==> src/rtl/ecal_pkg.sv <==
// Package: types, constants and helpers for the epoch-to-calendar converter.
`timescale 1ns / 1ps

package ecal_pkg;

    localparam int REM_W  = 32;
    localparam int Q_W    = 9;
    localparam int PC_W   = 4;

    localparam logic [REM_W-1:0] SECS_PER_YEAR = 32'd31536000;
    localparam logic [REM_W-1:0] SECS_PER_DAY  = 32'd86400;
    localparam logic [REM_W-1:0] SECS_PER_HOUR = 32'd3600;
    localparam logic [REM_W-1:0] SECS_PER_MIN  = 32'd60;
    localparam logic [11:0]      EPOCH_YEAR    = 12'd1970;
    localparam logic [1:0]       EPOCH_MOD4    = 2'd2;
    localparam logic [6:0]       EPOCH_MOD100  = 7'd70;
    localparam logic [8:0]       EPOCH_MOD400  = 9'd370;
    localparam logic [6:0]       LAST_MOD100   = 7'd99;
    localparam logic [8:0]       LAST_MOD400   = 9'd399;

    // Reciprocals of the odd parts of 86400, 3600 and 60 (675, 225, 15),
    // rounded up at 2^28, 2^21 and 2^14.
    localparam logic [18:0]      DAY_RECIP     = 19'd397683;
    localparam logic [13:0]      HOUR_RECIP    = 14'd9321;
    localparam logic [10:0]      MIN_RECIP     = 11'd1093;

    typedef logic [PC_W-1:0] pc_t;

    typedef enum logic [2:0] {
        OP_NOP,
        OP_LOAD,
        OP_YEAR,
        OP_QUOT,
        OP_STORE,
        OP_MONTH,
        OP_OUT
    } op_t;

    typedef enum logic [1:0] {
        SEL_DAY,
        SEL_HOUR,
        SEL_MIN
    } sel_t;

    typedef enum logic [2:0] {
        COND_NEXT,
        COND_ALWAYS,
        COND_NO_IN,
        COND_YEAR_MORE,
        COND_MONTH_MORE,
        COND_OUT_BUSY
    } cond_t;

    typedef struct packed {
        op_t   op;
        sel_t  sel;
        cond_t cond;
        pc_t   target;
    } ucode_t;

    typedef struct packed {
        logic year_more;
        logic month_more;
    } dp_status_t;

    localparam pc_t PC_IDLE    = 4'd0;
    localparam pc_t PC_YEAR    = 4'd1;
    localparam pc_t PC_DAYQ    = 4'd2;
    localparam pc_t PC_DAYST   = 4'd3;
    localparam pc_t PC_MONTH   = 4'd4;
    localparam pc_t PC_HOURQ   = 4'd5;
    localparam pc_t PC_HOURST  = 4'd6;
    localparam pc_t PC_MINQ    = 4'd7;
    localparam pc_t PC_MINST   = 4'd8;
    localparam pc_t PC_OUT     = 4'd9;
    localparam pc_t PC_RET     = 4'd10;

    function automatic logic [4:0] month_len(input logic [3:0] k, input logic leap);
        logic [4:0] ml;
        case (k)
            4'd1:                     ml = leap ? 5'd29 : 5'd28;
            4'd3, 4'd5, 4'd8, 4'd10:  ml = 5'd30;
            default:                  ml = 5'd31;
        endcase
        return ml;
    endfunction

endpackage

==> src/rtl/ecal_ucode_rom.sv <==
// Microcode ROM: one control word per sequencer step.
`timescale 1ns / 1ps

module ecal_ucode_rom (
    input  ecal_pkg::pc_t    pc,
    output ecal_pkg::ucode_t word
);
    import ecal_pkg::*;

    always_comb
    begin
        case (pc)
            PC_IDLE:   word = '{op: OP_LOAD,  sel: SEL_DAY,  cond: COND_NO_IN,      target: PC_IDLE};
            PC_YEAR:   word = '{op: OP_YEAR,  sel: SEL_DAY,  cond: COND_YEAR_MORE,  target: PC_YEAR};
            PC_DAYQ:   word = '{op: OP_QUOT,  sel: SEL_DAY,  cond: COND_NEXT,       target: PC_IDLE};
            PC_DAYST:  word = '{op: OP_STORE, sel: SEL_DAY,  cond: COND_NEXT,       target: PC_IDLE};
            PC_MONTH:  word = '{op: OP_MONTH, sel: SEL_DAY,  cond: COND_MONTH_MORE, target: PC_MONTH};
            PC_HOURQ:  word = '{op: OP_QUOT,  sel: SEL_HOUR, cond: COND_NEXT,       target: PC_IDLE};
            PC_HOURST: word = '{op: OP_STORE, sel: SEL_HOUR, cond: COND_NEXT,       target: PC_IDLE};
            PC_MINQ:   word = '{op: OP_QUOT,  sel: SEL_MIN,  cond: COND_NEXT,       target: PC_IDLE};
            PC_MINST:  word = '{op: OP_STORE, sel: SEL_MIN,  cond: COND_NEXT,       target: PC_IDLE};
            PC_OUT:    word = '{op: OP_OUT,   sel: SEL_DAY,  cond: COND_OUT_BUSY,   target: PC_OUT};
            PC_RET:    word = '{op: OP_NOP,   sel: SEL_DAY,  cond: COND_ALWAYS,     target: PC_IDLE};
            default:   word = '{op: OP_NOP,   sel: SEL_DAY,  cond: COND_ALWAYS,     target: PC_IDLE};
        endcase
    end

endmodule

==> src/rtl/ecal_datapath.sv <==
// Datapath: year stepping, reciprocal-multiply day/hour/minute split and month walk.
`timescale 1ns / 1ps

module ecal_datapath (
    input  logic                   clk,
    input  ecal_pkg::ucode_t       word,
    input  logic                   exec,
    input  logic [31:0]            timestamp,
    output ecal_pkg::dp_status_t   status,
    output logic [11:0]            year,
    output logic [3:0]             month,
    output logic [4:0]             mday,
    output logic [4:0]             hour,
    output logic [5:0]             minute,
    output logic [5:0]             second
);
    import ecal_pkg::*;

    logic [REM_W-1:0] rem_reg, rem_next;
    logic [11:0]      year_reg, year_next;
    logic [1:0]       c4_reg, c4_next;
    logic [6:0]       c100_reg, c100_next;
    logic [8:0]       c400_reg, c400_next;
    logic [Q_W-1:0]   q_reg, q_next;
    logic [8:0]       days_reg, days_next;
    logic [3:0]       mon_reg, mon_next;
    logic [3:0]       month_reg, month_next;
    logic [4:0]       mday_reg, mday_next;
    logic [4:0]       hour_reg, hour_next;
    logic [5:0]       minute_reg, minute_next;

    logic             leap;
    logic [REM_W-1:0] year_len;
    logic [4:0]       ml;
    logic [36:0]      day_prod;
    logic [26:0]      hour_prod;
    logic [20:0]      min_prod;
    logic [REM_W-1:0] q_ext;

    assign leap     = ((c4_reg == 2'd0) && (c100_reg != 7'd0)) || (c400_reg == 9'd0);
    assign year_len = leap ? (SECS_PER_YEAR + SECS_PER_DAY) : SECS_PER_YEAR;
    assign ml       = month_len(mon_reg, leap);

    // rem < 366 days, < 1 day, < 1 hour at the respective split
    assign day_prod  = {19'd0, rem_reg[24:7]} * {18'd0, DAY_RECIP};
    assign hour_prod = {14'd0, rem_reg[16:4]} * {13'd0, HOUR_RECIP};
    assign min_prod  = {11'd0, rem_reg[11:2]} * {10'd0, MIN_RECIP};
    assign q_ext     = {{(REM_W-Q_W){1'b0}}, q_reg};

    assign status.year_more  = rem_reg >= year_len;
    assign status.month_more = days_reg >= {4'd0, ml};

    always_comb
    begin
        rem_next    = rem_reg;
        year_next   = year_reg;
        c4_next     = c4_reg;
        c100_next   = c100_reg;
        c400_next   = c400_reg;
        q_next      = q_reg;
        days_next   = days_reg;
        mon_next    = mon_reg;
        month_next  = month_reg;
        mday_next   = mday_reg;
        hour_next   = hour_reg;
        minute_next = minute_reg;
        if (exec)
        begin
            case (word.op)
                OP_LOAD:
                begin
                    rem_next  = timestamp;
                    year_next = EPOCH_YEAR;
                    c4_next   = EPOCH_MOD4;
                    c100_next = EPOCH_MOD100;
                    c400_next = EPOCH_MOD400;
                    mon_next  = 4'd0;
                end
                OP_YEAR:
                begin
                    if (status.year_more)
                    begin
                        rem_next  = rem_reg - year_len;
                        year_next = year_reg + 12'd1;
                        c4_next   = c4_reg + 2'd1;
                        c100_next = (c100_reg == LAST_MOD100) ? 7'd0 : c100_reg + 7'd1;
                        c400_next = (c400_reg == LAST_MOD400) ? 9'd0 : c400_reg + 9'd1;
                    end
                end
                OP_QUOT:
                begin
                    case (word.sel)
                        SEL_DAY:  q_next = day_prod[36:28];
                        SEL_HOUR: q_next = {4'd0, hour_prod[25:21]};
                        SEL_MIN:  q_next = {3'd0, min_prod[19:14]};
                        default:  q_next = q_reg;
                    endcase
                end
                OP_STORE:
                begin
                    case (word.sel)
                        SEL_DAY:
                        begin
                            days_next = q_reg;
                            rem_next  = rem_reg - q_ext * SECS_PER_DAY;
                        end
                        SEL_HOUR:
                        begin
                            hour_next = q_reg[4:0];
                            rem_next  = rem_reg - q_ext * SECS_PER_HOUR;
                        end
                        SEL_MIN:
                        begin
                            minute_next = q_reg[5:0];
                            rem_next    = rem_reg - q_ext * SECS_PER_MIN;
                        end
                        default:  days_next = days_reg;
                    endcase
                end
                OP_MONTH:
                begin
                    if (status.month_more)
                    begin
                        days_next = days_reg - {4'd0, ml};
                        mon_next  = mon_reg + 4'd1;
                    end
                    else
                    begin
                        month_next = mon_reg + 4'd1;
                        mday_next  = days_reg[4:0] + 5'd1;
                    end
                end
                default:
                begin
                    rem_next = rem_reg;
                end
            endcase
        end
    end

    always_ff @(posedge clk)
    begin
        rem_reg    <= rem_next;
        year_reg   <= year_next;
        c4_reg     <= c4_next;
        c100_reg   <= c100_next;
        c400_reg   <= c400_next;
        q_reg      <= q_next;
        days_reg   <= days_next;
        mon_reg    <= mon_next;
        month_reg  <= month_next;
        mday_reg   <= mday_next;
        hour_reg   <= hour_next;
        minute_reg <= minute_next;
    end

    assign year   = year_reg;
    assign month  = month_reg;
    assign mday   = mday_reg;
    assign hour   = hour_reg;
    assign minute = minute_reg;
    assign second = rem_reg[5:0];

endmodule

==> src/rtl/epoch_seconds_to_calendar.sv <==
// Top level: microcode sequencer, output register and checks for epoch-to-calendar.
//
//  channel | signals                                       | dir | notes
//  --------+-----------------------------------------------+-----+------------------------
//  ts      | ts_valid, ts_ready, timestamp                 | in  | one 32-bit timestamp
//  cal     | cal_valid, cal_ready, year_out, month_out,    | out | one date/time per input
//          | day_out, hour_out, minute_out, second_out     |     |
//
// Years are stepped one per cycle and months walked one per cycle; the day, hour and minute
// splits take two steps each, a quotient step and a store step.
// The result becomes valid when the output step loads the output register.
// rst_n clears the step counter and the output valid; datapath registers are not reset.
// A finished result sits in the output register; the next timestamp is taken meanwhile,
// and the sequencer holds at its output step only while that register is still full.
`timescale 1ns / 1ps

module epoch_seconds_to_calendar (
    input  logic        clk,
    input  logic        rst_n,
    input  logic        ts_valid,
    output logic        ts_ready,
    input  logic [31:0] timestamp,
    output logic        cal_valid,
    input  logic        cal_ready,
    output logic [11:0] year_out,
    output logic [3:0]  month_out,
    output logic [4:0]  day_out,
    output logic [4:0]  hour_out,
    output logic [5:0]  minute_out,
    output logic [5:0]  second_out
);
    import ecal_pkg::*;

    pc_t        pc_reg, pc_next;
    ucode_t     word;
    dp_status_t status;
    logic       exec;
    logic       busy;
    logic       cond_true;
    logic       out_load;
    logic       cal_valid_reg, cal_valid_next;

    logic [11:0] dp_year;
    logic [3:0]  dp_month;
    logic [4:0]  dp_mday;
    logic [4:0]  dp_hour;
    logic [5:0]  dp_minute;
    logic [5:0]  dp_second;

    logic [11:0] year_reg;
    logic [3:0]  month_reg;
    logic [4:0]  day_reg;
    logic [4:0]  hour_reg;
    logic [5:0]  minute_reg;
    logic [5:0]  second_reg;

    ecal_ucode_rom u_rom (
        .pc   (pc_reg),
        .word (word)
    );

    ecal_datapath u_dp (
        .clk       (clk),
        .word      (word),
        .exec      (exec),
        .timestamp (timestamp),
        .status    (status),
        .year      (dp_year),
        .month     (dp_month),
        .mday      (dp_mday),
        .hour      (dp_hour),
        .minute    (dp_minute),
        .second    (dp_second)
    );

    assign busy     = cal_valid_reg && !cal_ready;
    assign ts_ready = (word.op == OP_LOAD);
    assign out_load = (word.op == OP_OUT) && !busy;

    always_comb
    begin
        case (word.op)
            OP_LOAD: exec = ts_valid;
            OP_OUT:  exec = !busy;
            default: exec = 1'b1;
        endcase
    end

    always_comb
    begin
        case (word.cond)
            COND_NEXT:       cond_true = 1'b0;
            COND_ALWAYS:     cond_true = 1'b1;
            COND_NO_IN:      cond_true = !ts_valid;
            COND_YEAR_MORE:  cond_true = status.year_more;
            COND_MONTH_MORE: cond_true = status.month_more;
            COND_OUT_BUSY:   cond_true = busy;
            default:         cond_true = 1'b0;
        endcase
        pc_next = cond_true ? word.target : pc_reg + 4'd1;
    end

    always_comb
    begin
        cal_valid_next = cal_valid_reg;
        if (out_load)
        begin
            cal_valid_next = 1'b1;
        end
        else if (cal_ready)
        begin
            cal_valid_next = 1'b0;
        end
    end

    always_ff @(posedge clk or negedge rst_n)
    begin
        if (!rst_n)
        begin
            pc_reg        <= PC_IDLE;
            cal_valid_reg <= 1'b0;
        end
        else
        begin
            pc_reg        <= pc_next;
            cal_valid_reg <= cal_valid_next;
        end
    end

    always_ff @(posedge clk)
    begin
        if (out_load)
        begin
            year_reg   <= dp_year;
            month_reg  <= dp_month;
            day_reg    <= dp_mday;
            hour_reg   <= dp_hour;
            minute_reg <= dp_minute;
            second_reg <= dp_second;
        end
    end

    assign cal_valid  = cal_valid_reg;
    assign year_out   = year_reg;
    assign month_out  = month_reg;
    assign day_out    = day_reg;
    assign hour_out   = hour_reg;
    assign minute_out = minute_reg;
    assign second_out = second_reg;

    a_fields_in_range: assert property (@(posedge clk) disable iff (!rst_n)
        cal_valid |-> (month_out >= 4'd1) && (month_out <= 4'd12) && (day_out >= 5'd1)
                      && (hour_out <= 5'd23) && (minute_out <= 6'd59) && (second_out <= 6'd59))
        else $error("calendar field out of range");

    a_year_range: assert property (@(posedge clk) disable iff (!rst_n)
        cal_valid |-> (year_out >= 12'd1970) && (year_out <= 12'd2106))
        else $error("year out of range");

    a_feb_len: assert property (@(posedge clk) disable iff (!rst_n)
        (cal_valid && (month_out == 4'd2)) |-> (day_out <= 5'd29))
        else $error("february day beyond 29");

    a_accept_starts_year: assert property (@(posedge clk) disable iff (!rst_n)
        (ts_valid && ts_ready) |=> (pc_reg == PC_YEAR) && !ts_ready)
        else $error("accepted transaction did not start the year loop");

endmodule

==> config.mk <==
export PLATFORM = sky130hd
export DESIGN_NAME = epoch_seconds_to_calendar
export DESIGN_NICKNAME = d
export VERILOG_FILES = /design/src/rtl/ecal_pkg.sv /design/src/rtl/ecal_ucode_rom.sv /design/src/rtl/ecal_datapath.sv /design/src/rtl/epoch_seconds_to_calendar.sv
export SDC_FILE = /design/constraint.sdc
export NUM_CORES = 1
export LEC_CHECK = 0
export ABC_CLOCK_PERIOD_IN_PS = 5760
export BUFFER_PORTS_ARGS = -buffer_cell sky130_fd_sc_hd__clkbuf_2
export CELL_PAD_IN_SITES_DETAIL_PLACEMENT = 1
export CELL_PAD_IN_SITES_GLOBAL_PLACEMENT = 1
export CORE_AREA = 3 3 218 220
export CTS_CLUSTER_DIAMETER = 120
export CTS_CLUSTER_SIZE = 8
export DETAILED_ROUTE_END_ITERATION = 8
export DIE_AREA = 0 0 221 223
export PLACE_DENSITY = 0.81
export SETUP_SLACK_MARGIN = 0.3
export SLEW_MARGIN = 25
export SYNTH_ARGS = -nofsm -noshare
export SYNTH_HDL_FRONTEND = slang
export SYNTH_SLANG_ARGS = --single-unit
==> constraint.sdc <==
create_clock -name clk -period 5.76 [get_ports clk]
set_input_delay 0.288 -clock clk [delete_from_list [all_inputs] [get_ports clk]]
set_output_delay 0.288 -clock clk [all_outputs]
set_load 0.02 [all_outputs]
# ---- After elaboration in Yosys (flattened, before gate mapping)
# Memories as Yosys holds them, arrays and structs flattened.
# Index checks and enable logic that the tools add are counted.
dict set report classes {
  order_cmp 2
  muxes 27
  mul 6
  n_eq_ne 24
  n_bitwise 1
  addsub 12
  reduce_logical 26
}
# op n
set ops {}
lappend ops {{case mux 32 bit (3 select lines)} 2}
lappend ops {{subtractor 32 bit} 4}
lappend ops {{multiplier 18 x 19 -> 37 bit, second input constant} 1}
lappend ops {{2-to-1 mux 9 bit} 4}
lappend ops {{case mux 9 bit (2 select lines)} 2}
lappend ops {{greater-or-equal comparator 32 bit} 1}
lappend ops {{2-to-1 mux 32 bit} 1}
lappend ops {{case mux 9 bit (3 select lines)} 1}
lappend ops {{multiplier 13 x 14 -> 26 bit, second input constant} 1}
lappend ops {{case mux 12 bit (2 select lines)} 1}
lappend ops {{multiplier 10 x 11 -> 20 bit, second input constant} 1}
lappend ops {{multiplier 9 x 10 -> 19 bit, second input constant} 1}
lappend ops {{2-to-1 mux 18 bit} 1}
lappend ops {{AND reduction 3 bit} 6}
lappend ops {{multiplier 9 x 8 -> 17 bit, second input constant} 1}
lappend ops {{== test 3 bit, second input constant} 5}
lappend ops {{2-to-1 mux 7 bit} 2}
lappend ops {{case mux 7 bit (2 select lines)} 1}
lappend ops {{multiplier 9 x 4 -> 13 bit, second input constant} 1}
lappend ops {{adder 12 x 1 -> 12 bit, second input constant} 1}
lappend ops {{== test 3 x 2 -> 1 bit, second input constant} 4}
lappend ops {{2-to-1 mux 12 bit} 1}
lappend ops {{case mux 5 bit (2 select lines)} 1}
lappend ops {{adder 9 x 1 -> 9 bit, second input constant} 1}
lappend ops {{35 further kinds} 53}
dict set report totals {
  ff_bits 147
  romBits 176
  output_inout_bits 40
  n_memories 1
  input_bits 36
}
# name words width rd rd_ports_with_merged_regs wr line_no
set memory_table {}
lappend memory_table {{(name not given)} 16 11 1 0 0 ecal_ucode_rom.sv:12} ;# case (pc)

# ---- Depth between registers and ports, before layout
dict set report depth {
  word_depth 8
  depth_mapped 27
  ltp_nobuf 26
}

# ---- By module
# A second synthesis with hierarchy kept.
dict set report unflattened {
  hier_cells 2171
  area_unflattened_um2 21599.5
}
# mod cells_per_inst area_per_inst_um2 seq_area_each_um2 instances
set modules_own_cells {}
lappend modules_own_cells {ecal_datapath 2075 19900.3 3123.0 1}
lappend modules_own_cells {epoch_seconds_to_calendar 68 1477.7 1266.2 1}
lappend modules_own_cells {ecal_ucode_rom 28 221.5 0.0 1}

# ---- Least setup slack after synthesis
# Ideal clock, no wire load.
dict set report synth_path {
  kind {reg2reg}
  start {reg u_dp.rem_reg[23]}
  end {reg u_dp.q_reg[7] (data pin)}
  n_path_buf 0
  slack_ns -0.184
  setup_time_ns 0.260
  path_stages_with_launch 19
  arrival_time_ns 5.683
  path_cell_list {edfxtp_1 fa_1 inv_1 fa_1 fa_1 inv_1 fa_1 fa_1 fa_1 ha_1 a21oi_1 nor2_1 a2111oi_0 o21a_1 a31oi_1 a221o_1 a21o_1 a21oi_1 mux2i_1}
}
dict set report synth_via {
  elab_chain_cells 2
}
# element line_no
set synth_rtl {}
lappend synth_rtl {{start, declared} ecal_datapath.sv:19} ;# logic [REM_W-1:0] rem_reg, rem_next;
lappend synth_rtl {{start signal, assigned} ecal_datapath.sv:143} ;# rem_reg <= rem_next;
lappend synth_rtl {{multiplier 18 x 19 -> 37 bit} ecal_datapath.sv:45} ;# assign day_prod = {19'd0, rem_reg[24:7]} * {18'd0, DAY_RECIP};
lappend synth_rtl {{case mux 9 bit (3 select lines)} ecal_datapath.sv:92} ;# case (word.sel)
lappend synth_rtl {{end signal, assigned} ecal_datapath.sv:148} ;# q_reg <= q_next;
lappend synth_rtl {{end, declared} ecal_datapath.sv:24} ;# logic [Q_W-1:0] q_reg, q_next;
# No other way between the ends.
# A chain may end at the register's enable or synchronous reset.

# ---- Worst setup path in the final report
dict set report layout_path {
  start {reg u_dp.q_reg[1]}
  end {reg u_dp.rem_reg[29] (data pin)}
}
dict set report layout_via {
  elab_chain_cells 4
  word_cells_on_any_way 8
  classes_between {add/sub (3); mul (3); mux (2)}
}
# element line_no
set layout_rtl {}
lappend layout_rtl {{multiplier 9 x 10 -> 19 bit (tied with other cells)} ecal_datapath.sv:105} ;# rem_next = rem_reg - q_ext * SECS_PER_DAY;
lappend layout_rtl {{subtractor 32 bit (on tied branches)} {ecal_datapath.sv:105, ecal_datapath.sv:110, ecal_datapath.sv:115}}
lappend layout_rtl {{case mux 32 bit (3 select lines) *} ecal_datapath.sv:101} ;# case (word.sel)
lappend layout_rtl {{case mux 32 bit (3 select lines) *} ecal_datapath.sv:69} ;# case (word.op)
# Every way passes the cells marked *; elsewhere a longest branch is shown, timed or not.

==> flow_summary_export.csv <==
group,metric,value,unit
clocking,cts_buffers,17,
synth,ys_ff_latch,147,
hold_path,hp-class,"primary input to flip-flop",
floorplanning,ios,76,
worst_setup_path,path_buf_inv,3,
placement,placedCellCount,2978,
sta,finalSetupViolations,19,
clocking,cts_root_buf,"clkbuf_16",
floorplanning,start_util,47.2,%
grt,antenna_found_initial,0,
worst_setup_path,crit_path_cell_trace,"buf_6 -> fa_2 -> fa_1 -> buf_4 -> fa_2 -> a21oi_2 -> nor2_1 -> nor2_1 -> o21bai_1 -> a21oi_2 -> o21bai_1 -> a21o_1 -> a31oi_1 -> xor2_1 -> ha_1 -> inv_2 -> or3_4 -> o211ai_4 -> a31oi_4 -> and3_4 -> a2111oi_4 -> a2111oi_1 -> a221o_1",
worst_setup_path,crit_family,"compound AO/OA/AOI/OAI gates",
floorplanning,die_y,223,µm
drt,drc,0,
clocking,clk_path_buf_depth,2,
drt,drtAntennaViolNets,0,
sta,setup_tns,-3380,ps
synth,yosys_warnings,0,
worst_setup_path,slowest_delay,600,ps
synth,postSynthNetCount,2847,
grt,grt_max_degree,39,
placement,gp_congestion,0.981,
floorplanning,dieArea,49300,µm²
drt,wl,79.3,mm
sta,fmax,164,MHz
sta,setup_slack,-325,ps
sta,finalCritPeriodShare,106,%
synth,ys_types,91,
final_layout,diodes,0,
worst_setup_path,crit_path_start_kind,"flip-flop",
worst_setup_path,required,5970,ps
final_layout,syn_to_final_growth,20.4,%
final_layout,regArea,4390,µm²
clocking,cts.htree.levels,4,
synth,avgSynthCellArea,9.88,µm²
sta,finalHoldViolations,0,
synth,async_flop_share,3.40,%
final_layout,mostFrequentLayoutCells,"ha_1 (444), inv_1 (325), buf_4 (194)",
grt,grt_pass1_vias,20342,
drt,vias_per_cell,6.06,
clocking,cts_sinks,147,
sta,tightest_slew,952,ps
synth,syn-instance-count,2174,
placement,post-dp-hpwl,60.5,mm
floorplanning,rows,78,
grt,grt_pass1_wl,117,mm
drt,wl_per_cell,26.0,µm
final_layout,nets,3112,
final_layout,drive_gt1_share,21.5,%
synth,ys_seq_area_share,20.4,%
floorplanning,coreArea,45500,µm²
synth,synth_edf_count,142,
worst_setup_path,cp_max_fo,3,
synth,synth_ff_type,"edfxtp_1",
worst_setup_path,arrival,6290,ps
worst_setup_path,critical_path_class,"flip-flop to flip-flop",
sta,worst_clock_skew,13.1,ps
final_layout,fillerInstances,4981,
final_layout,layout.cells.non_filler,3051,
drt,drt_first_pass_iters,6,
final_layout,multi_input_area,16800,µm²
sta,maxSlewHeadroom,36.4,%
final_layout,mostFrequentLayoutCell,"ha_1",
drt,vias,18482,
clocking,clock_latency,450,ps
status,violations,"setup timing",
grt,grt-ovfl-total,0,
grt,track_usage,30.4,%
placement,io_buffers,75,
clocking,cts_tree,"yes",
sta,rsz0062_at_grt,"yes",
final_layout,utilization,56.9,%
synth,syn-cell-area,21500,µm²
status,outcome,"complete, but fails checks",
drt,drtIter0Drc,1459,
clocking,clkTransAtPathRegs,80,ps
final_layout,largest_register_ffs,32,
floorplanning,die_x,221,µm
sta,slew_violations,0,
worst_setup_path,cp_slowest_cell,"fa_2",
job,cap_violations,0,
sta,min_period,6080,ps
worst_setup_path,critPathCaptureType,"flip-flop",
[what timing repair did]
item | in CTS | in global routing
pin swaps | 87 | 82
setup buffers | 21 | 20
setup endpoints to repair | 26 | 30
gates resized for setup | 96 | 125
hold endpoints to repair | 5 | 0
hold buffers | 1 | 0
[layer usage]
metal / track usage, % / share of wire (%)
met1: 36.5 / 39
met4: 12.8 / 5.2
met2: 54.2 / 50
met3: 4.91 / 6.6
met5: 0 / 0
[kinds of logic (layout without fill, tap and decap cells)]
kind of cell / Yosys count / after routing / synth area share, %
fa+ha+maj: 637 / 637 / 42.9
simple gates: 416 / 416 / 9.47
mux: 5 / 5 / 0.239
xor+xnor: 156 / 156 / 6.36
flops: 147 / 147 / 20.4
buf+inv: 379 / 656 / 6.79
compound gates: 434 / 434 / 13.8
[layout make-up]
class	instances	area share, %
flip-flops and latches	147	17.0
clock buffers	17	1.64
repair buffers	289	8.01
multi-input cells	1648	65.0
well taps	600	2.90
inverters	336	4.88
clock inverters	14	0.561
[path summary, 6_finish.rpt]
| path | startpoint | end | slack (ps) | cells past startpoint |
|---|---|---|---|---|
| hold / removal | timestamp[1] | u_dp.rem_reg[1]$_DFFE_PP_ | 170 | 2 |
| hold reg to reg | u_dp.minute[5]$_DFFE_PP_ | minute_out[5]$_DFFE_PP_ | 420 | 0 |
| max in group asynchronous | rst_n | pc_reg[1]$_DFF_PN0_ | 5420 | 2 |
| min in group asynchronous | rst_n | cal_valid$_DFFE_PN0P_ | 200 | 2 |
| setup / recovery | u_dp.q_reg[1]$_DFFE_PP_ | u_dp.rem_reg[29]$_DFFE_PP_ | -320 | 23 |
| setup reg to reg | u_dp.q_reg[1]$_DFFE_PP_ | u_dp.rem_reg[29]$_DFFE_PP_ | -320 | 23 |
[through the flow]
step                      instance area (µm²)  setup WS [ps]  hold WS [ps]
final                                   25900           -325           169
after global routing                    25900           -514           178
after CTS                               25100           -117           162
after detailed placement                23900           -472           111
after global placement                  23800           -285           109
after floorplan                         21600            161         -7.59
[cells in the mapped netlist (11+ instances only)]
library cell  number  area, µm²
ha_1             471       5890
nand4_1           11       68.8
o21bai_1          14        105
and2_1            12       75.1
a211oi_1          19        143
nand3_1           50        250
nand2_1          116        435
o21ai_0           93        465
nor4_1            12       75.1
nor3_1            25        125
a22oi_1           15        113
nor2b_1           20        125
a31oi_1           11       68.8
xnor2_1          105        920
o21a_1            17        128
a221o_1           11        110
xor2_1            51        447
nand2b_1          23        144
a21oi_1          111        556
and3_1            15       93.8
a221oi_1          13        114
clkbuf_1          29        109
fa_1             166       3320
inv_1            335       1260
nor2_1            95        357
edfxtp_1         142       4260
a21o_1            24        180
Power is left out: the tool's default activity adds up to more than one toggle a clock period on the data nets, which glitch-free logic cannot reach.
